==> src/hdl/dfhe_pkg.sv <==
`default_nettype none
// ----------------------------------------------------------------------------
// dfhe_pkg: shared types, constants and code helpers
// Token opcodes, sequencer states and the fixed Huffman code constants used by
// the fixed-block deflate encoder.
// ----------------------------------------------------------------------------
package dfhe_pkg;

  typedef enum logic [1:0] {
    OP_START   = 2'd0,
    OP_LITERAL = 2'd1,
    OP_MATCH   = 2'd2,
    OP_END     = 2'd3
  } op_t;

  typedef enum logic [3:0] {
    ST_IDLE  = 4'b0001,
    ST_CODE  = 4'b0010,
    ST_PUT   = 4'b0100,
    ST_DRAIN = 4'b1000
  } state_t;

  localparam int unsigned AccW   = 38;  // 7 pending + 31 match bits
  localparam int unsigned CntW   = 6;
  localparam int unsigned FldW   = 13;  // widest field: 13 distance extra bits
  localparam int unsigned FldLenW = 4;
  localparam int unsigned NumFld = 4;

  // literal code ranges
  localparam logic [8:0] LitLowBase  = 9'h030;
  localparam logic [8:0] LitHighBase = 9'h190;
  localparam logic [7:0] LitLowMax   = 8'd143;
  localparam logic [7:0] LitHighMin  = 8'd144;

  // length code ranges
  localparam logic [8:0] LenCodeBase = 9'd257;
  localparam logic [8:0] Len7Max     = 9'd279;
  localparam logic [8:0] Len8First   = 9'd280;
  localparam logic [8:0] Len8Base    = 9'h0C0;
  localparam logic [8:0] EobCode     = 9'd256;
  localparam logic [8:0] LenMin      = 9'd3;
  localparam logic [8:0] LenMax      = 9'd258;
  localparam logic [4:0] LenMaxCode  = 5'd28;
  localparam logic [15:0] DistMax    = 16'd32768;

  // reverse the low n bits of v (Huffman codes leave MSB first)
  function automatic logic [8:0] bit_rev(input logic [8:0] v, input logic [3:0] n);
    logic [8:0] r;
    logic [3:0] k;
    r = '0;
    for (int i = 0; i < 9; i++) begin
      k = n - 4'd1 - i[3:0];
      if (i[3:0] < n) begin
        r[i] = v[k];
      end
    end
    return r;
  endfunction

endpackage
`default_nettype wire

==> src/hdl/deflate_fixed_huffman_encoder.sv <==
`default_nettype none
// ----------------------------------------------------------------------------
// deflate_fixed_huffman_encoder: fixed Huffman token coder
// Codes start / literal / match / end-of-block tokens with the fixed deflate
// code and packs the bit stream LSB first into output bytes.
// ----------------------------------------------------------------------------
// Usage:
//   Input channel (in_valid / in_stall): one token per beat. in_stall is high
//   whenever the sequencer is busy, so one token is in work at a time.
//   Output channel (out_valid / out_stall): one stream byte per beat;
//   out_last_of_item marks the final byte a token produced. Tokens that make
//   no byte (start, ignored match) produce no beat.
//   Steps per token: accept in ST_IDLE, code in ST_CODE, then each field is
//   appended in ST_PUT through the shared shifter (1 field for start/literal/
//   end, 4 for a match), then ST_DRAIN emits the output bytes and returns to
//   idle (an end-of-block flush byte returns to idle as it is emitted).
//   The rate is set by the single append shifter and the byte drain, one
//   field or one byte per cycle while the receiver does not stall.
//   The output register holds a finished byte while the next token is
//   accepted; a stalled receiver only holds up the drain phase.
//   Reset (rst_n low, synchronous) clears the pending bits, the sequencer and
//   the output valid.
// ----------------------------------------------------------------------------
module deflate_fixed_huffman_encoder
  import dfhe_pkg::*;
(
  input  wire logic        clk,
  input  wire logic        rst_n,
  input  wire logic        in_valid,
  output logic             in_stall,
  input  wire logic [1:0]  in_operation,
  input  wire logic        in_final_block,
  input  wire logic [7:0]  in_literal_byte,
  input  wire logic [8:0]  in_match_length,
  input  wire logic [15:0] in_match_distance,
  output logic             out_valid,
  input  wire logic        out_stall,
  output logic [7:0]       out_byte,
  output logic             out_last_of_item
);

  state_t state_r, state_nxt;

  // latched token
  op_t         op_r;
  logic        fin_r;
  logic [7:0]  lit_r;
  logic [8:0]  len_r;
  logic [15:0] dist_r;

  // bit accumulator; bits above cnt_r are always zero
  logic [AccW-1:0] acc_r, acc_nxt;
  logic [CntW-1:0] cnt_r, cnt_nxt;

  // field list built in the code cycle, consumed by the append shifter
  logic [FldW-1:0]    fld_val_r [NumFld];
  logic [FldLenW-1:0] fld_len_r [NumFld];
  logic [FldW-1:0]    fld_val_nxt [NumFld];
  logic [FldLenW-1:0] fld_len_nxt [NumFld];
  logic [1:0]         last_r, last_nxt;
  logic [1:0]         step_r, step_nxt;

  logic       out_valid_r, out_valid_nxt;
  logic [7:0] out_byte_r, out_byte_nxt;
  logic       out_last_r, out_last_nxt;

  logic in_accept;
  logic load_ok;

  assign in_stall  = (state_r != ST_IDLE);
  assign in_accept = in_valid && !in_stall;
  assign load_ok   = !out_valid_r || !out_stall;

  assign out_valid        = out_valid_r;
  assign out_byte         = out_byte_r;
  assign out_last_of_item = out_last_r;

  // --------------------------------------------------------------------------
  // Code cycle: token -> up to four (value, bit count) fields
  // --------------------------------------------------------------------------
  logic [7:0]  lmin3;      // length - 3
  logic [14:0] dmin1;      // distance - 1
  logic [2:0]  lmsb;
  logic [3:0]  dmsb;
  logic [4:0]  lc;
  logic [4:0]  dc;
  logic [3:0]  lext_n, dext_n;
  logic [7:0]  lext_v, lsh;
  logic [14:0] dext_v, dsh;
  logic [8:0]  lcode, hcode;
  logic [3:0]  hlen;
  logic [8:0]  lit_code;
  logic        match_ok;

  always_comb begin
    lmin3 = 8'(len_r - LenMin);
    dmin1 = 15'(dist_r - 16'd1);
    lmsb  = '0;
    for (int i = 0; i < 8; i++) begin
      if (lmin3[i]) begin
        lmsb = 3'(i);
      end
    end
    dmsb = '0;
    for (int i = 0; i < 15; i++) begin
      if (dmin1[i]) begin
        dmsb = 4'(i);
      end
    end

    // length code: below 8 direct, else two bits after the leading one
    lsh = '0;
    if (len_r == LenMax) begin
      lc     = LenMaxCode;
      lext_n = '0;
      lext_v = '0;
    end else if (lmin3 < 8'd8) begin
      lc     = lmin3[4:0];
      lext_n = '0;
      lext_v = '0;
    end else begin
      lsh    = lmin3 >> (lmsb - 3'd2);
      lc     = {3'(lmsb - 3'd1), lsh[1:0]};
      lext_n = {1'b0, 3'(lmsb - 3'd2)};
      lext_v = lmin3 & 8'((9'd1 << lext_n) - 9'd1);
    end

    // distance code: below 4 direct, else one bit after the leading one
    dsh = '0;
    if (dmin1 < 15'd4) begin
      dc     = {3'b000, dmin1[1:0]};
      dext_n = '0;
      dext_v = '0;
    end else begin
      dsh    = dmin1 >> (dmsb - 4'd1);
      dc     = {dmsb, dsh[0]};
      dext_n = dmsb - 4'd1;
      dext_v = dmin1 & 15'((16'd1 << dext_n) - 16'd1);
    end

    lcode = LenCodeBase + {4'b0000, lc};
    if (lcode <= Len7Max) begin
      hcode = bit_rev(lcode - EobCode, 4'd7);
      hlen  = 4'd7;
    end else begin
      hcode = bit_rev(lcode - Len8First + Len8Base, 4'd8);
      hlen  = 4'd8;
    end

    if (lit_r <= LitLowMax) begin
      lit_code = bit_rev({1'b0, lit_r} + LitLowBase, 4'd8);
    end else begin
      lit_code = bit_rev({1'b0, lit_r} - {1'b0, LitHighMin} + LitHighBase, 4'd9);
    end

    match_ok = (len_r >= LenMin) && (len_r <= LenMax) &&
               (dist_r != 16'd0) && (dist_r <= DistMax);
  end

  // --------------------------------------------------------------------------
  // Sequencer
  // --------------------------------------------------------------------------
  logic [FldW-1:0] put_val;
  logic [FldLenW-1:0] put_len;
  logic [AccW-1:0] put_bits;

  always_comb begin
    state_nxt     = state_r;
    acc_nxt       = acc_r;
    cnt_nxt       = cnt_r;
    last_nxt      = last_r;
    step_nxt      = step_r;
    fld_val_nxt   = fld_val_r;
    fld_len_nxt   = fld_len_r;
    out_valid_nxt = out_valid_r && out_stall;
    out_byte_nxt  = out_byte_r;
    out_last_nxt  = out_last_r;

    // shared append shifter
    put_val  = fld_val_r[step_r] & FldW'((14'd1 << fld_len_r[step_r]) - 14'd1);
    put_len  = fld_len_r[step_r];
    put_bits = {{(AccW-FldW){1'b0}}, put_val} << cnt_r;

    unique case (state_r)
      ST_IDLE: begin
        if (in_accept) begin
          state_nxt = ST_CODE;
        end
      end

      ST_CODE: begin
        step_nxt = '0;
        last_nxt = '0;
        for (int i = 0; i < NumFld; i++) begin
          fld_val_nxt[i] = '0;
          fld_len_nxt[i] = '0;
        end
        unique case (op_r)
          OP_START: begin
            acc_nxt        = '0;
            cnt_nxt        = '0;
            fld_val_nxt[0] = {10'd0, 2'b01, fin_r};  // BFINAL, BTYPE=01
            fld_len_nxt[0] = 4'd3;
          end
          OP_LITERAL: begin
            fld_val_nxt[0] = {4'd0, lit_code};
            fld_len_nxt[0] = (lit_r <= LitLowMax) ? 4'd8 : 4'd9;
          end
          OP_MATCH: begin
            if (match_ok) begin
              last_nxt       = 2'd3;
              fld_val_nxt[0] = {4'd0, hcode};
              fld_len_nxt[0] = hlen;
              fld_val_nxt[1] = {5'd0, lext_v};
              fld_len_nxt[1] = lext_n;
              fld_val_nxt[2] = {8'd0, 5'(bit_rev({4'd0, dc}, 4'd5))};
              fld_len_nxt[2] = 4'd5;
              fld_val_nxt[3] = dext_v[FldW-1:0];
              fld_len_nxt[3] = dext_n;
            end
          end
          OP_END: begin
            fld_val_nxt[0] = '0;                      // code 256: seven zeros
            fld_len_nxt[0] = 4'd7;
          end
          default: begin
          end
        endcase
        state_nxt = ST_PUT;
      end

      ST_PUT: begin
        acc_nxt = acc_r | put_bits;
        cnt_nxt = cnt_r + {2'b00, put_len};
        if (step_r == last_r) begin
          state_nxt = ST_DRAIN;
        end else begin
          step_nxt = step_r + 2'd1;
        end
      end

      ST_DRAIN: begin
        if (load_ok) begin
          if (cnt_r >= 6'd8) begin
            out_valid_nxt = 1'b1;
            out_byte_nxt  = acc_r[7:0];
            out_last_nxt  = !((cnt_r >= 6'd16) || ((op_r == OP_END) && (cnt_r != 6'd8)));
            acc_nxt       = acc_r >> 8;
            cnt_nxt       = cnt_r - 6'd8;
          end else if ((op_r == OP_END) && (cnt_r != 6'd0)) begin
            // zero-padded partial byte
            out_valid_nxt = 1'b1;
            out_byte_nxt  = acc_r[7:0];
            out_last_nxt  = 1'b1;
            acc_nxt       = '0;
            cnt_nxt       = '0;
            state_nxt     = ST_IDLE;
          end else begin
            state_nxt = ST_IDLE;
          end
        end
      end

      default: begin
        state_nxt = ST_IDLE;
      end
    endcase
  end

  // --------------------------------------------------------------------------
  // Registers
  // --------------------------------------------------------------------------
  always_ff @(posedge clk) begin
    if (!rst_n) begin
      state_r     <= ST_IDLE;
      acc_r       <= '0;
      cnt_r       <= '0;
      out_valid_r <= 1'b0;
    end else begin
      state_r     <= state_nxt;
      acc_r       <= acc_nxt;
      cnt_r       <= cnt_nxt;
      out_valid_r <= out_valid_nxt;
    end
  end

  always_ff @(posedge clk) begin
    if (in_accept) begin
      op_r   <= op_t'(in_operation);
      fin_r  <= in_final_block;
      lit_r  <= in_literal_byte;
      len_r  <= in_match_length;
      dist_r <= in_match_distance;
    end
    fld_val_r  <= fld_val_nxt;
    fld_len_r  <= fld_len_nxt;
    last_r     <= last_nxt;
    step_r     <= step_nxt;
    out_byte_r <= out_byte_nxt;
    out_last_r <= out_last_nxt;
  end

endmodule
`default_nettype wire
==> config.mk <==
export PLATFORM = sky130hd
export DESIGN_NAME = deflate_fixed_huffman_encoder
export DESIGN_NICKNAME = d
export VERILOG_FILES = /design/src/hdl/dfhe_pkg.sv /design/src/hdl/deflate_fixed_huffman_encoder.sv
export SDC_FILE = /design/constraint.sdc
export NUM_CORES = 1
export LEC_CHECK = 0
export ABC_AREA = 1
export BUFFER_PORTS_ARGS = -buffer_cell sky130_fd_sc_hd__buf_2
export CAP_MARGIN = 30
export CORE_MARGIN = 2
export CORE_UTILIZATION = 28
export CTS_CLUSTER_SIZE = 30
export DETAILED_ROUTE_END_ITERATION = 10
export GPL_TIMING_DRIVEN = 0
export SLEW_MARGIN = 5
export SYNTH_ARGS = -nofsm -noshare
export SYNTH_HDL_FRONTEND = slang
export SYNTH_SLANG_ARGS = --single-unit
==> constraint.sdc <==
create_clock -name clk -period 5.9 [get_ports clk]
set_clock_uncertainty 0.2 [all_clocks]
set_input_delay 0.885 -clock clk [delete_from_list [all_inputs] [get_ports clk]]
set_output_delay 0.885 -clock clk [all_outputs]
set_load 0.05 [all_outputs]
==> impl_metrics.yaml, run 1 <==
clock_tree:
  clock_sinks: 143
  cts.path.max_buffers: 2
  clock_latency_ns: 0.43
  hold_buffers: 0
  cts_tree: "yes"
  cts_buffers: 17
  clock-root-buffer: "clkbuf_16"
  cts_setup_buffers: 0
  clk_pin_slew_ns: 0.06
  cts_resized: 0
  htreeDepth: 4
cells_and_area:
  drive_above_1_share_pct: 13.40
  nNetsFinal: 1505
  multi_input_area_um2: 5115
  layout_commonest_cell: "nand2_1"
  area_delta_synth_final_pct: 14.84
  postLayoutCoreUtil_pct: 32.48
  final_area_um2: 11160
  n_fill_cell: 3774
  final_cell_mix: "nand2_1 (414), inv_1 (147), nand3_1 (131)"
  final-seq-area_um2: 3804
  antennaDiodeCount: 0
routing:
  first_iter_violations: 684
  ant_nets: 0
  wl_per_cell_um: 14.29
  via_per_inst: 4.780
  dr_total_vias: 9097
  first_pass_iters: 5
  drc: 0
  wl_mm: 27.20
placement:
  placed_cell_area_um2: 10610
  gp_congestion: 0.9035
  dp_hpwl_mm: 21.46
  io_buffers: 50
power:
  ir_worst_vdd_mv: 0.2101
  p_clk_share_pct: 35.9
  power_mw: 2.794
  power_density_nw_per_um2: 250.3
  cellInternalPower_mw: 1.900
  seqPwrFrac_pct: 41.3
  p_sw_share_pct: 31.99
  combPwrFrac_pct: 22.7
  power_switching_mw: 0.8937
  p_leak_nw: 4.933
worst_setup_path:
  end_kind: "flip-flop"
  critPathLaunchType: "flip-flop"
  cpMaxStageDelayCell: "edfxtp_1"
  crit_top_cell: "inv_1"
  cp_max_fo: 9
  crit_required_ns: 5.87
  critPathKind: "flip-flop to flip-flop"
  arrival_ns: 4.73
  slowest_delay_ns: 0.50
synthesis:
  synth-main-ff-cell: "edfxtp_1"
  async_flop_share_pct: 0
  avgSynthCellArea_um2: 7.148
  yosysWarnings: 0
  synth_seq_area_share_pct: 39.12
  synthesis.nets: 1430
  synthCells: 1360
  syn-cell-area_um2: 9722
  ys_ff_latch: 143
  synth_edf_count: 94
  yosysUniqueCellTypes: 56
global_route:
  grt_pass1_vias: 8663
  overflow: 0
  antenna_found_initial: 0
  grt_pass1_wl_mm: 44.19
  grt_max_degree: 36
  grt_usage_pct: 15.51
floorplanning:
  core_area_um2: 34370
  io_pins: 51
  die_w_um: 190.3
  die_h_um: 190.3
  dieArea_um2: 36230
  initial_core_util_pct: 28.28
  rows: 68
timing:
  worstMarginPinSlew_ns: 0.7464
  fin_crit_sh_pct: 80.66
  max-slew-margin-rel_pct: 49.91
  hold_viol: 0
  slew_violations: 0
  finalSetupViolCount: 0
  fmax_mhz: 210.1
  rsz0062_at_grt: "no"
  finalCriticalPeriod_ns: 4.759
flow_run:
  drv_cap: 0
hold_path:
  hold_path_class: "flip-flop to flip-flop"
run_status:
  status: "finished clean"
## final cells by class
type                       count  area share, %
multi-input combinational   1007          45.81
sequential                   143          34.07
inverter                     172          5.805
timing repair buffer          56          2.824
clock buffer                  22          4.348
clock inverter                10         0.5379
buffer                        38          1.502
tap                          455          5.099
## cells in the mapped netlist (8+ instances only)
library cell / count / area [µm²]
nand2_2: 33 / 206.5
nor2_2: 10 / 62.56
clkbuf_1: 21 / 78.83
o21ai_0: 41 / 205.2
inv_2: 20 / 75.07
nand3_1: 131 / 655.6
a22oi_1: 8 / 60.06
xor2_1: 9 / 78.83
ha_1: 29 / 362.9
buf_2: 8 / 40.04
o21ai_1: 17 / 85.08
nor3_1: 17 / 85.08
edfxtp_1: 94 / 2823
nand3_2: 8 / 80.08
nand4_1: 27 / 168.9
o211ai_1: 8 / 60.06
o21bai_1: 9 / 67.56
inv_1: 147 / 551.8
a21oi_1: 71 / 355.3
dfxtp_1: 49 / 980.9
nand2_1: 414 / 1554
nor2_1: 114 / 427.9
## worst max-delay path: cells and delay by family, from the launching register on
| family | cells | cell delay [ns] |
|---|---|---|
| fa+ha+maj | 5 | 1.25 |
| buf+inv | 7 | 0.73 |
| xor+xnor | 1 | 0.22 |
| simple gates | 14 | 1.35 |
| flops | 1 | 0.50 |
| compound gates | 2 | 0.23 |
## path summary, 6_finish.rpt
path / startpoint / endpoint / slack [ns] / depth (start not counted)
hold / removal: acc_r[32]$_SDFFE_PN0P_ / acc_r[32]$_SDFFE_PN0P_ / 0.25 / 2
hold reg to reg: acc_r[32]$_SDFFE_PN0P_ / acc_r[32]$_SDFFE_PN0P_ / 0.25 / 2
setup / recovery: len_r[0]$_DFFE_PP_ / fld_val_r[43]$_DFFE_PP_ / 1.14 / 29
setup reg to reg: len_r[0]$_DFFE_PP_ / fld_val_r[43]$_DFFE_PP_ / 1.14 / 29
## kinds of logic after synthesis
kind of cell             synth area share [%]
AO/OA/AOI/OAI                           11.04
XOR/XNOR                                1.918
adder cells (fa/ha/maj)                 3.938
buffers and inverters                   8.391
flip-flops                              39.12
AND/OR/NAND/NOR                         35.59
## flip-flops by register name, summed over array words and instances, names as in the netlist, 2 cells and up
name,cells
len_r,9
fld_len_r,11
op_r,2
fld_val_r,35
state_r,4
out_byte,8
lit_r,8
cnt_r,6
step_r,2
acc_r,38
dist_r,16
## power groups by stage
| stage | combinational (mW) | sequential [mW] | clock (mW) |
|---|---|---|---|
| 2_1_floorplan | 0.470 | 1.17 | 0 |
| 3_3_place_gp | 0.611 | 1.18 | 0 |
| 3_5_place_dp | 0.630 | 1.18 | 0 |
| 4_1_cts | 0.633 | 1.16 | 1.02 |
| 5_1_grt | 0.720 | 1.16 | 1.07 |
| 6_report | 0.635 | 1.16 | 1.00 |
## through the flow
step / setup TNS [ns] / hold slack [ns] / setup slack (ns) / cells
floorplan: 0 / 0.2247 / 0.4858 / 1360
global placement: -48.36 / 0.2415 / -1.170 / 1865
detailed placement: 0 / 0.2420 / 1.166 / 1870
CTS: 0 / 0.2515 / 1.149 / 1902
global route: 0 / 0.2769 / 0.6263 / 1903
finish: 0 / 0.2466 / 1.141 / 1903
## routing by layer
layer  up-vias  part of all wire, %  wire [µm]  global-route usage [%]
li1       4637                    -          -                       -
met1      4179                   46      12390                   19.73
met2       238                   47      12910                   26.24
met3        43                  4.4       1206                   2.668
met4         0                  2.5        688                   5.844
met5         -                    0          0                       0
No activity file was read; power rests on OpenSTA's default activity.
==> inputs of run 2 (changes only) <==
- clock period: 5.9 -> 4.15 ns (I/O delays scaled with it)
==> impl_metrics.yaml, run 2 (synthesis results as in run 1) <==
run_status:
  status: "finished clean"
worst_setup_path:
  cp_max_fo: 8
  critPathKind: "flip-flop to flip-flop"
  rr_endpoint: "fld_val_r[44]$_DFFE_PP_"
  cpMaxStageDelayCell: "edfxtp_1"
  reg2reg_slack_ns: 0.11
  r2r.worst_path.cells: 25
  end_kind: "flip-flop"
  crit_family: "simple AND/OR/NAND/NOR gates"
  slowest_delay_ns: 0.47
  critPathLaunchType: "flip-flop"
  crit_top_cell: "nand2_4"
  crit_required_ns: 4.11
  arrival_ns: 4.00
  crit_buf_inv: 5
  reg2reg_from: "len_r[1]$_DFFE_PP_"
flow_run:
  drv_cap: 0
placement:
  placedCellCount: 1868
  gp_congestion: 0.9377
  io_buffers: 50
  dp_slack_ns: -0.6358
  placed_cell_area_um2: 10620
  dp_hpwl_mm: 21.29
floorplanning:
  die_w_um: 190.3
  die_h_um: 190.3
  core_area_um2: 34370
  io_pins: 51
  rows: 68
  dieArea_um2: 36230
  initial_core_util_pct: 28.28
timing:
  slew_violations: 0
  worstMarginPinSlew_ns: 0.9397
  fin_ws_ns: 0.1078
  fmax_mhz: 247.4
  fin_crit_sh_pct: 97.40
  finalSetupViolCount: 0
  finalCriticalPeriod_ns: 4.042
  hold_viol: 0
  max-slew-margin-rel_pct: 37.12
clock_tree:
  cts_tree: "yes"
  cts_buffers: 17
  clock_latency_ns: 0.43
  cts.path.max_buffers: 2
  clk_pin_slew_ns: 0.06
  htreeDepth: 4
  clock-root-buffer: "clkbuf_16"
  clock_sinks: 143
global_route:
  top_usage_layer: "met2"
  grt_pass1_wl_mm: 44.96
  antenna_found_initial: 0
  overflow: 0
  grt_util_met2_pct: 25.99
  gr-usage-met3_pct: 2.632
  grt_pass1_vias: 8787
  grt_max_degree: 36
  grt_usage_pct: 15.69
  grt_use_met1_pct: 20.02
cells_and_area:
  final_cell_mix: "nand2_1 (408), inv_1 (139), nand3_1 (126)"
  layout_commonest_cell: "nand2_1"
  final_area_um2: 11670
  n_fill_cell: 3611
  max_flop_register: "acc_r"
  antennaDiodeCount: 0
  instances_no_fill: 1926
  area_delta_synth_final_pct: 20.04
  nNetsFinal: 1528
  drive_above_1_share_pct: 17.00
  largest_registers: "acc_r: 38 flops, fld_val_r: 35 flops, dist_r: 16 flops"
  largest_reg_flops: 38
hold_path:
  min_to: "len_r[2]$_DFFE_PP_"
  hold_start: "in_match_length[2]"
  hold_path_class: "input pin to flip-flop"
  holdPathStages: 1
routing:
  wl_mm: 27.99
  first_iter_violations: 751
  drc: 0
  first_pass_iters: 5
  via_per_inst: 4.816
  wl_per_cell_um: 14.53
  dr_total_vias: 9276
  ant_nets: 0
power:
  ir_worst_vdd_mv: 0.3059
  power_density_nw_per_um2: 376.8
  p_leak_nw: 5.133
## run 2: layout make-up
class                           count  area [µm²]  share of cell area, %
Tap cell                          455       569.3                  4.878
Multi-Input combinational cell   1007        5325                  45.63
Clock inverter                      7       52.55                 0.4503
Clock buffer                       25       584.3                  5.007
Inverter                          172       655.6                  5.618
Sequential cell                   143        3804                  32.59
Buffer                             38       167.7                  1.437
Timing Repair Buffer               79       511.7                  4.385
## run 2: how the worst max path moves through the flow
stage / from / end / cells after the start
finish: len_r[1]$_DFFE_PP_ / fld_val_r[44]$_DFFE_PP_ / 25
global route: len_r[1]$_DFFE_PP_ / fld_val_r[44]$_DFFE_PP_ / 26
CTS: len_r[1]$_DFFE_PP_ / fld_val_r[45]$_DFFE_PP_ / 29
detailed placement: len_r[0]$_DFFE_PP_ / fld_val_r[43]$_DFFE_PP_ / 29
global placement: state_r[2]$_SDFFE_PN0P_ / acc_r[7]$_SDFFE_PN0P_ / 11
floorplan: len_r[0]$_DFFE_PP_ / fld_val_r[43]$_DFFE_PP_ / 28
## run 2: stage by stage
step	total power, mW	setup TNS, ns	hold slack [ns]	util, %
2_1_floorplan	2.332	0	0.2247	-
3_3_place_gp	2.549	-43.53	0.2395	30.68
3_5_place_dp	2.576	-6.980	0.2405	30.90
4_1_cts	4.261	0	0.1473	33.20
5_1_grt	4.605	-0.3419	0.1421	33.95
6_report	4.397	0	0.1609	33.95
## run 2: timing repair
item                       CTS  global route
setup buffers               10            16
cloned                       0             0
hold buffers                 0             0
setup endpoints to repair   12            13
gates resized for setup     16            35
pin swaps                    5            18
## run 2: where the power goes
part | internal (mW) | total [mW] | leakage [nW] | switching, mW
logic | 0.407 | 1.13 | 3.55 | 0.726
registers | 1.60 | 1.64 | 1.26 | 0.0456
clock network | 0.989 | 1.62 | 0.319 | 0.632
total | 2.99 | 4.40 | 5.13 | 1.40
## run 2: metal layers
layer | up-vias | wire length, µm
met5 | - | 0
met4 | 0 | 1123
met3 | 70 | 1177
met2 | 264 | 13110
met1 | 4254 | 12580
li1 | 4688 | -
==> inputs of run 3 (changes only) <==
- ABC_AREA: 1 -> not set
==> impl_metrics.yaml, run 3 <==
routing:
  wl_per_cell_um: 17.56
  first_pass_iters: 6
  dr_total_vias: 9356
  via_per_inst: 5.443
  ant_nets: 0
  drc: 0
  first_iter_violations: 833
  wl_mm: 30.19
clock_tree:
  cts_buffers: 17
  cts_tree: "yes"
  clock_latency_ns: 0.44
  clock-root-buffer: "clkbuf_16"
  hold_buffers: 0
  htreeDepth: 4
  clk_pin_slew_ns: 0.06
  cts.path.max_buffers: 2
  clock_sinks: 143
global_route:
  grt_max_degree: 37
  antenna_found_initial: 0
  grt_pass1_wl_mm: 47.87
  grt_usage_pct: 16.27
  grt_pass1_vias: 8875
  overflow: 0
timing:
  fmax_mhz: 198.3
  finalSetupViolCount: 21
  slew_violations: 0
  finalCriticalPeriod_ns: 5.042
  fin_crit_sh_pct: 121.5
  fin_ws_ns: -0.8923
  timing.hold.ws_ns: 0.1604
  hold_viol: 0
  setup_tns_ns: -11.91
  worstMarginPinSlew_ns: 0.9957
  max-slew-margin-rel_pct: 33.62
  rsz0062_at_grt: "yes"
cells_and_area:
  drive_above_1_share_pct: 31.24
  n_fill_cell: 3494
  largest_registers: "acc_r: 38 flops, fld_val_r: 35 flops, dist_r: 16 flops"
  final_cell_mix: "edfxtp_1 (94), nand2_1 (81), nor2_1 (81)"
  max_flop_register: "acc_r"
  antennaDiodeCount: 0
  layout_commonest_cell: "edfxtp_1"
  largest_reg_flops: 38
  nNetsFinal: 1315
  area_delta_synth_final_pct: 31.69
hold_path:
  hold_path_class: "input pin to flip-flop"
floorplanning:
  initial_core_util_pct: 28.28
  die_h_um: 192.9
  rows: 69
  dieArea_um2: 37190
  io_pins: 51
  core_area_um2: 35310
  die_w_um: 192.9
run_status:
  status: "finished with violations"
  violations: "negative setup slack"
synthesis:
  synthXorXnorAreaFrac_pct: 3.659
  synth-main-ff-cell: "edfxtp_1"
  synth_seq_area_share_pct: 38.09
  synth-simple-area-share_pct: 22.08
  async_flop_share_pct: 0
  avgSynthCellArea_um2: 9.086
  synthesis.nets: 1169
  synthCells: 1099
  synth_top_area_cell: "edfxtp_1"
  synth_common_cells: "edfxtp_1 (94), nand2_1 (93), nor2_1 (93)"
  syn-cell-area_um2: 9986
  yosysTopAreaCellShare_pct: 28.27
  yosysUniqueCellTypes: 100
  synth.mux.area_fraction_pct: 5.764
  yosysMostFrequentCell: "edfxtp_1"
  yosysWarnings: 0
  synth_edf_count: 94
  ys_ff_latch: 143
  synth_area_leaders: "edfxtp_1 (28%), dfxtp_1 (9.8%), ha_1 (3.6%), nand2_1 (3.5%), nor2_1 (3.5%)"
  synth_top_family_by_area: "simple AND/OR/NAND/NOR gates"
  synth_compound_area_share_pct: 21.90
  yosys.area_share.adder_pct: 3.834
flow_run:
  drv_cap: 0
worst_setup_path:
  crit_required_ns: 4.13
  critPathLaunchType: "flip-flop"
  end_kind: "flip-flop"
  critPathKind: "flip-flop to flip-flop"
  cp_max_fo: 5
  arrival_ns: 5.03
power:
  ir_worst_vdd_mv: 0.2763
  p_leak_nw: 4.603
  power_density_nw_per_um2: 332.8
placement:
  gp_congestion: 0.9028
  dp_hpwl_mm: 21.57
  io_buffers: 49
-- run 3: changes by cell type in the layout (fill, tap and decap cells not counted), moves of 15 or more --
| cell | delta |
|---|---|
| buf_4 | +45 |
| clkbuf_1 | +15 |
| inv_1 | -114 |
| inv_2 | -19 |
| mux2i_1 | +16 |
| nand2_1 | -327 |
| nand2_2 | -21 |
| nand3_1 | -101 |
| nand4_1 | -18 |
| nor2_1 | -30 |
| nor2b_1 | +23 |
| nor3_1 | +22 |
-- run 3: layout make-up --
cell class | count | area [µm²] | area share (%)
multi-input cells | 839 | 6619 | 50.33
flip-flops and latches | 143 | 3804 | 28.92
repair buffers | 135 | 987.2 | 7.507
well taps | 461 | 576.8 | 4.386
clock buffers | 17 | 425.4 | 3.235
plain buffers | 66 | 335.3 | 2.550
clock inverters | 15 | 209.0 | 1.589
inverters | 43 | 193.9 | 1.475
-- run 3: per-layer routing --
| metal | vias up | part of all wire, % | GRT usage (%) |
|---|---|---|---|
| li1 | 4464 | - | - |
| met1 | 4534 | 44 | 21.33 |
| met2 | 307 | 49 | 27.39 |
| met3 | 51 | 5.1 | 2.510 |
| met4 | 0 | 2.0 | 5.109 |
| met5 | - | 0 | 0 |
-- run 3: metrics by stage --
step	power [mW]	util, %	area, µm²	setup WS [ns]	std cells
3_3_place_gp	2.423	31.25	11040	-1.739	1609
6_report	4.376	37.24	13150	-0.8923	1719
2_1_floorplan	2.236	-	10210	-0.8059	1099
4_1_cts	4.267	35.42	12510	-0.9710	1693
3_5_place_dp	2.437	31.51	11130	-1.712	1614
5_1_grt	4.548	37.24	13150	-1.122	1719
-- run 3: worst paths after layout --
kind	end	slack, ns	from	cells past startpoint
worst min-delay path	dist_r[1]$_DFFE_PP_	0.16	in_match_distance[1]	1
worst min register to register	out_byte[4]$_DFFE_PP_	0.25	acc_r[4]$_SDFFE_PN0P_	0
worst max-delay path	fld_val_r[41]$_DFFE_PP_	-0.89	len_r[1]$_DFFE_PP_	23
worst max register to register	fld_val_r[41]$_DFFE_PP_	-0.89	len_r[1]$_DFFE_PP_	23
-- run 3: what timing repair did --
| action | CTS | global route |
|---|---|---|
| setup buffers | 53 | 28 |
| resized for setup | 92 | 106 |
| pin swaps | 58 | 64 |
| cloned | 0 | 0 |
| endpoints found under the setup margin | 67 | 65 |
-- run 3: cell families after synthesis --
| kind of cell | Yosys count |
|---|---|
| xor gates and xnor gates | 40 |
| buffers and inverters | 117 |
| DFF | 143 |
| adders and majority gates | 30 |
| AOI/OAI and AO/OA | 316 |
| and+or+nand+nor | 409 |
| muxes | 44 |
-- run 3: critical path, stage by stage, from the launching register on --
cell and delay, ns:
edfxtp_1 0.42, ha_2 0.24, or3_4 0.38, o21ai_2 0.15, o21ai_2 0.09, or3_4 0.41, inv_6 0.08, ha_4 0.20
inv_6 0.09, nor2_4 0.04, a31oi_4 0.19, nor2_2 0.06, a211oi_2 0.24, ha_2 0.23, nand4b_1 0.13, a31oi_4 0.24
o21ai_2 0.08, a21oi_2 0.18, buf_4 0.14, ha_1 0.19, a41oi_4 0.17, a41oi_4 0.33, nand2_1 0.10, a22o_1 0.22
-- run 3: power by group --
group | internal, mW | switching, mW | leakage, nW | total, mW
logic | 0.495 | 0.621 | 3.04 | 1.12
clock network | 1.01 | 0.638 | 0.302 | 1.65
registers | 1.57 | 0.0408 | 1.26 | 1.61
